<file path="src/hdl/bfie_pkg.sv">
package bfie_pkg;

    // byte index of any bit position an offset plus a length can reach
    localparam int BIDX_W = 7;

    localparam logic REQ_READ  = 1'b0;
    localparam logic REQ_WRITE = 1'b1;

    typedef enum logic [1:0] {
        ST_CLEAR,
        ST_IDLE,
        ST_RUN
    } state_t;

endpackage

</file>
<file path="src/hdl/bit_field_insert_extract.sv">
// bit field insert / extract on a byte buffer, msb-first bit order
// input channel (s_valid / s_ready) takes one request word: s_req_type selects
// read (0) or write (1) of an s_bit_length bit field at s_bit_offset, where
// offset 0 is the msb of byte 0. a write stores the low bits of s_write_value.
// result channel (m_valid / m_ready) returns one word per request: the
// right-aligned field on a read, zero on a write, and m_range_error with a
// zero value when the field is empty, too long or runs past the buffer end.
// the buffer is one byte-wide synchronous ram with one read and one write port;
// the request walks the bytes it spans, one read-modify-write step per cycle
// with the read of the next byte overlapping the write back of the current one.
// a field spans n bytes (1 to 5); a rejected request loads its result at its
// first step. the next request is taken the cycle after the result is
// loaded, so no request is taken while the last one is still in progress.
// after reset a clearing pass writes zero to all BUFFER_BYTES bytes, one per
// cycle, before the first request is taken.
// the result sits in an output register: a stalled receiver does not block
// the next request, which waits only at its own final step for a free slot.
module bit_field_insert_extract #(
    parameter int BUFFER_BYTES   = 64,
    parameter int MAX_FIELD_BITS = 32
) (
    input  logic        aclk,
    input  logic        aresetn,

    input  logic        s_valid,
    output logic        s_ready,
    input  logic        s_req_type,
    input  logic [8:0]  s_bit_offset,
    input  logic [5:0]  s_bit_length,
    input  logic [31:0] s_write_value,

    output logic        m_valid,
    input  logic        m_ready,
    output logic [31:0] m_read_value,
    output logic        m_range_error
);

    localparam int ADDR_W   = $clog2(BUFFER_BYTES);
    localparam int FW       = MAX_FIELD_BITS;
    localparam int BUF_BITS = BUFFER_BYTES * 8;

    // byte buffer
    logic [7:0] mem [BUFFER_BYTES];

    bfie_pkg::state_t state_reg, state_next;

    logic [ADDR_W-1:0]            clr_reg, clr_next;
    logic [bfie_pkg::BIDX_W-1:0]  cur_reg, cur_next;
    logic [bfie_pkg::BIDX_W-1:0]  last_reg, last_next;
    logic [2:0]                   s_reg, s_next;       // start bit within current byte
    logic [3:0]                   endb_reg, endb_next; // end bit (exclusive) in last byte
    logic                         type_reg, type_next;
    logic                         err_reg, err_next;
    logic [FW-1:0]                wv_reg, wv_next;     // write value, left-justified
    logic [FW-1:0]                acc_reg, acc_next;   // read accumulator

    logic                         m_valid_reg, m_valid_next;
    logic [31:0]                  m_value_reg, m_value_next;
    logic                         m_err_reg, m_err_next;

    logic [7:0]                   rd_data_reg;
    logic                         rd_en;
    logic [ADDR_W-1:0]            rd_addr;
    logic                         mem_we;
    logic [ADDR_W-1:0]            mem_wa;
    logic [7:0]                   mem_wd;

    // request decode
    logic [9:0]                   in_sum;
    logic [9:0]                   in_endpos;
    logic                         in_err;
    logic [5:0]                   in_lshift;

    // per-byte step
    logic [3:0]                   e_w;
    logic [3:0]                   n_w;
    logic [3:0]                   sh_lo;
    logic [7:0]                   fmask;
    logic [7:0]                   rd_bits;
    logic [7:0]                   wr_bits;
    logic [7:0]                   new_byte;
    logic                         done;
    logic                         out_free;
    logic [bfie_pkg::BIDX_W-1:0]  cur_inc;

    assign in_sum    = {1'b0, s_bit_offset} + {4'b0, s_bit_length};
    assign in_endpos = in_sum - 10'd1;
    assign in_err    = (s_bit_length == 6'd0)
                    || (32'(s_bit_length) > 32'(MAX_FIELD_BITS))
                    || (32'(in_sum) > 32'(BUF_BITS));
    assign in_lshift = 6'(MAX_FIELD_BITS) - s_bit_length;

    assign e_w      = (cur_reg == last_reg) ? endb_reg : 4'd8;
    assign n_w      = e_w - {1'b0, s_reg};
    assign sh_lo    = 4'd8 - e_w;
    assign fmask    = (8'hFF >> s_reg) & (8'hFF << sh_lo);
    assign rd_bits  = (rd_data_reg & fmask) >> sh_lo;
    assign wr_bits  = wv_reg[FW-1 -: 8] >> (4'd8 - n_w);
    assign new_byte = (rd_data_reg & ~fmask) | ((wr_bits << sh_lo) & fmask);
    assign done     = err_reg || (cur_reg == last_reg);
    assign out_free = !m_valid_reg || m_ready;
    assign cur_inc  = cur_reg + 1'b1;

    always_ff @(posedge aclk) begin
        if (!aresetn) begin
            state_reg   <= bfie_pkg::ST_CLEAR;
            clr_reg     <= '0;
            m_valid_reg <= 1'b0;
        end else begin
            state_reg   <= state_next;
            clr_reg     <= clr_next;
            m_valid_reg <= m_valid_next;
        end
    end

    // request and result payload
    always_ff @(posedge aclk) begin
        cur_reg     <= cur_next;
        last_reg    <= last_next;
        s_reg       <= s_next;
        endb_reg    <= endb_next;
        type_reg    <= type_next;
        err_reg     <= err_next;
        wv_reg      <= wv_next;
        acc_reg     <= acc_next;
        m_value_reg <= m_value_next;
        m_err_reg   <= m_err_next;
    end

    // buffer ram, registered read
    always_ff @(posedge aclk) begin
        if (mem_we) begin
            mem[mem_wa] <= mem_wd;
        end
        if (rd_en) begin
            rd_data_reg <= mem[rd_addr];
        end
    end

    always_comb begin
        state_next   = state_reg;
        clr_next     = clr_reg;
        cur_next     = cur_reg;
        last_next    = last_reg;
        s_next       = s_reg;
        endb_next    = endb_reg;
        type_next    = type_reg;
        err_next     = err_reg;
        wv_next      = wv_reg;
        acc_next     = acc_reg;
        m_valid_next = m_valid_reg;
        m_value_next = m_value_reg;
        m_err_next   = m_err_reg;
        s_ready      = 1'b0;
        rd_en        = 1'b0;
        rd_addr      = ADDR_W'(cur_inc);
        mem_we       = 1'b0;
        mem_wa       = ADDR_W'(cur_reg);
        mem_wd       = new_byte;

        if (m_valid_reg && m_ready) begin
            m_valid_next = 1'b0;
        end

        case (state_reg)
            bfie_pkg::ST_CLEAR: begin
                // zero sweep over the whole buffer
                mem_we   = 1'b1;
                mem_wa   = clr_reg;
                mem_wd   = 8'h00;
                clr_next = clr_reg + 1'b1;
                if (clr_reg == ADDR_W'(BUFFER_BYTES - 1)) begin
                    state_next = bfie_pkg::ST_IDLE;
                end
            end
            bfie_pkg::ST_IDLE: begin
                s_ready = 1'b1;
                if (s_valid) begin
                    // fetch the first byte right away
                    rd_en      = 1'b1;
                    rd_addr    = ADDR_W'(s_bit_offset[8:3]);
                    cur_next   = {1'b0, s_bit_offset[8:3]};
                    last_next  = in_endpos[9:3];
                    s_next     = s_bit_offset[2:0];
                    endb_next  = {1'b0, in_endpos[2:0]} + 4'd1;
                    type_next  = s_req_type;
                    err_next   = in_err;
                    wv_next    = s_write_value[FW-1:0] << in_lshift;
                    acc_next   = '0;
                    state_next = bfie_pkg::ST_RUN;
                end
            end
            bfie_pkg::ST_RUN: begin
                // hold everything while the final step waits for the output slot
                if (!done || out_free) begin
                    if (!err_reg) begin
                        mem_we   = (type_reg == bfie_pkg::REQ_WRITE);
                        acc_next = (acc_reg << n_w) | FW'(rd_bits);
                        wv_next  = wv_reg << n_w;
                        s_next   = 3'd0;
                    end
                    if (done) begin
                        m_valid_next = 1'b1;
                        m_err_next   = err_reg;
                        m_value_next = (err_reg || type_reg == bfie_pkg::REQ_WRITE)
                                     ? 32'd0 : 32'(acc_next);
                        state_next   = bfie_pkg::ST_IDLE;
                    end else begin
                        rd_en    = 1'b1;
                        cur_next = cur_inc;
                    end
                end
            end
            default: begin
                state_next = bfie_pkg::ST_IDLE;
            end
        endcase
    end

    assign m_valid       = m_valid_reg;
    assign m_read_value  = m_value_reg;
    assign m_range_error = m_err_reg;

endmodule
</file>
<file path="config.mk">
export PLATFORM = sky130hd
export DESIGN_NAME = bit_field_insert_extract
export DESIGN_NICKNAME = d
export VERILOG_FILES = /design/src/hdl/bfie_pkg.sv /design/src/hdl/bit_field_insert_extract.sv
export SDC_FILE = /design/constraint.sdc
export NUM_CORES = 1
export LEC_CHECK = 0
export BUFFER_PORTS_ARGS = -buffer_cell sky130_fd_sc_hd__buf_2
export CAP_MARGIN = 20
export CORE_AREA = 2 2 304 306
export CTS_BUF_LIST = sky130_fd_sc_hd__clkbuf_8
export CTS_CLUSTER_SIZE = 16
export DETAILED_ROUTE_END_ITERATION = 8
export DIE_AREA = 0 0 306 308
export MAX_ROUTING_LAYER = met4
export SLEW_MARGIN = 20
export SYNTH_ARGS = -nofsm -noshare
export SYNTH_HDL_FRONTEND = slang
export SYNTH_SLANG_ARGS = --single-unit
</file>
<file path="constraint.sdc">
create_clock -name aclk -period 21.5 [get_ports aclk]
set_clock_uncertainty 0.1 [all_clocks]
set_input_delay 2.15 -clock aclk [delete_from_list [all_inputs] [get_ports aclk]]
set_output_delay 2.15 -clock aclk [all_outputs]
set_load 0.02 [all_outputs]
</file>
==> results.cfg <==
[synthesis]
yosysTopAreaCellShare_pct = 60.6
synth_area_per_cell_um2 = 14.1
synth_area_um2 = 31700
synth_cell_type_count = 94
synthTopCellsByArea = edfxtp_1 61%, mux4_2 11%, mux2i_1 4.9%, nand2_1 3.5%, nor2_1 2.2%
synth.most_common_cell = edfxtp_1
synth_edf_count = 640
synth_seq_cells = 649
ys.flop_type = edfxtp_1
async_flop_share_pct = 0
yosysTopAreaCell = edfxtp_1
synth_common_cells = 640 x edfxtp_1, 299 x nand2_1, 190 x nor2_1
yosysWarnings = 0
ys_seq_area_share_pct = 61.2
syn_nets = 2324
synth_cells = 2250

[setup_path]
worstPathArrival_ns = 6.96
cp_slowest_cell = nor4_4
endpoint_kind = flop
crit_fanout = 64
worstSetupStartpoint = cur_reg[5]$_DFFE_PP_
path_buf_inv = 4
max_stage_delay_ns = 0.81
reg2reg_slack_ns = 14.86
cp.required_ns = 21.82
cp_top_family = simple AND/OR/NAND/NOR gates
r2r-end = mem[16][5]$_DFFE_PP_
path_cells = xor2_1 > nor4_4 > and2_1 > nand2_1 > inv_1 > fa_2 > buf_4 > clkinv_1 > ha_1 > mux2i_1 > mux2_2 > mux2_2 > mux2i_1 > and2_1 > o21ai_0 > o41ai_4 > buf_4
worst_setup_path_start_kind = flop
r2r_cells = 17
path_class = reg2reg
reg2reg_from = cur_reg[5]$_DFFE_PP_

[hold_path]
min_path_cells = 2
hold_path_startpoint = clr_reg[5]$_SDFFE_PN0P_
holdCritPathClass = reg2reg
worstHoldEndpoint = clr_reg[5]$_SDFFE_PN0P_

[grt]
grt.overflow.total = 0
grt_pass1_vias = 19770
antenna_found_initial = 3
grt_max_degree = 97
grtUsageTotal_pct = 17.8
grt_pass1_wl_mm = 124

[cts]
numCtsBuffers = 101
cts_hold_buf = 0
cts_tree = built
cts-resized-gates = 0
clock_path_buffers = 3
cts.clk_slew.worst_paths_ns = 0.06
cts-root-buf = clkbuf_8
clk_latency_ns = 0.74
post_cts_buffers = 0
clock-sinks = 649
cts_max_level = 3

[route]
post_drt_wl_per_cell_um = 22.7
dr.pass1.iters = 5
vias = 19926
via_per_inst = 5.52
drtIter0Drc = 2062
routed_wl_mm = 82.0
ant_nets = 0
drc = 0

[final_layout]
area_growth_pct = 11.6
fin_util_pct = 38.9
largest_reg_flops = 512
finish.instance_area_um2 = 35400
layoutNonFillerInstCount = 3608
top_register = mem
nets = 2409
drive_gt1_share_pct = 19.8

[die]
dieArea_um2 = 94200
initial_utilization_pct = 34.9
die_w_um = 306
die_h_um = 308
coreArea_um2 = 91000
row_count = 111
ios = 87

[sta]
worst_pin_slew_ns = 1.05
rsz0062_at_grt = no
layout_min_cycle_time_ns = 6.64
fin_crit_sh_pct = 30.9
holdWs_ns = 0.460
drv_slew = 0
fin_setup_tns_ns = 0
hold_viol = 0
relSlewSlack_pct = 30.0
fmax_mhz = 151
fin_ws_ns = 14.86
finalSetupViolCount = 0

[power]
p_per_area_nw_per_um2 = 92.4
p_leak_nw = 12.2
ir_drop_v = 0.0000487
p_total_mw = 3.27

[place]
gp_congestion = 0.883
dp_slack_ns = 14.94
hpwl_mm = 53.6
numPortBuffers = 86
placed_area_um2 = 33400
numPlacedInstances = 3417

[outcome]
status = complete, no violations

[run]
cap_violations = 0
[worst min-delay path: stages (launching register included)]
cell and delay (ns):
dfxtp_1 0.34, o21ai_0 0.08, a21boi_0 0.08
[layout make-up]
class	instances	area, um^2
tap	1186	1480
antenna	2	5.00
timing repair buffer	118	703
inverter	32	120
clock inverter	86	484
sequential	649	19400
multi-input combinational	1433	11800
fill	8486	55600
clock buffer	102	1400
[kinds of logic (layout without fill, tap and decap cells)]
logic type | after synthesis | in the layout | share of synthesized area (%)
adders and majority gates | 22 | 22 | 0.916
and+or+nand+nor | 710 | 710 | 10.1
muxes | 334 | 334 | 16.8
buffers and inverters | 168 | 338 | 2.45
DFF | 649 | 649 | 61.2
xor gates and xnor gates | 39 | 39 | 1.31
AOI/OAI and AO/OA | 328 | 328 | 7.22
other | 0 | 2 | 0
[worst max-delay path by stage]
stage,endpoint,cells after the start
after CTS,mem[16][2]$_DFFE_PP_,16
after global routing,mem[19][5]$_DFFE_PP_,17
after floorplan,mem[0][4]$_DFFE_PP_,21
after detailed placement,mem[52][2]$_DFFE_PP_,16
after global placement,rd_data_reg[5]$_DFFE_PP_,11
final,mem[16][5]$_DFFE_PP_,17
[cells in the final DEF (no fill, tap or decap), types with 29 or more instances in the layout]
cell / instances
edfxtp_1: 640
a21oi_1: 50
nand2_1: 299
clkbuf_8: 102
nand3_1: 74
mux2i_1: 153
mux4_2: 156
inv_1: 65
buf_4: 30
o21a_1: 30
nor3_1: 29
nor2_1: 188
o21ai_0: 73
buf_2: 86
[where the power goes]
part	internal (mW)	leakage (nW)	switching (mW)
sequential	1.49	6.02	0.0265
clock	0.485	1.10	0.503
combinational	0.264	5.10	0.496
total	2.24	12.2	1.03
[per-layer routing]
metal  vias to the layer above  wire length [um]  share of wire (%)  global-route usage [%]
met5                         -                 0                  0                       -
met4                         0              2050                2.5                    5.44
met3                       158              5880                7.2                    3.14
met2                       811             40000                 49                    28.7
met1                     10020             34100                 42                    22.9
li1                       8937                 -                  -                       -
Note: power is estimated with default switching activity, not from simulation.
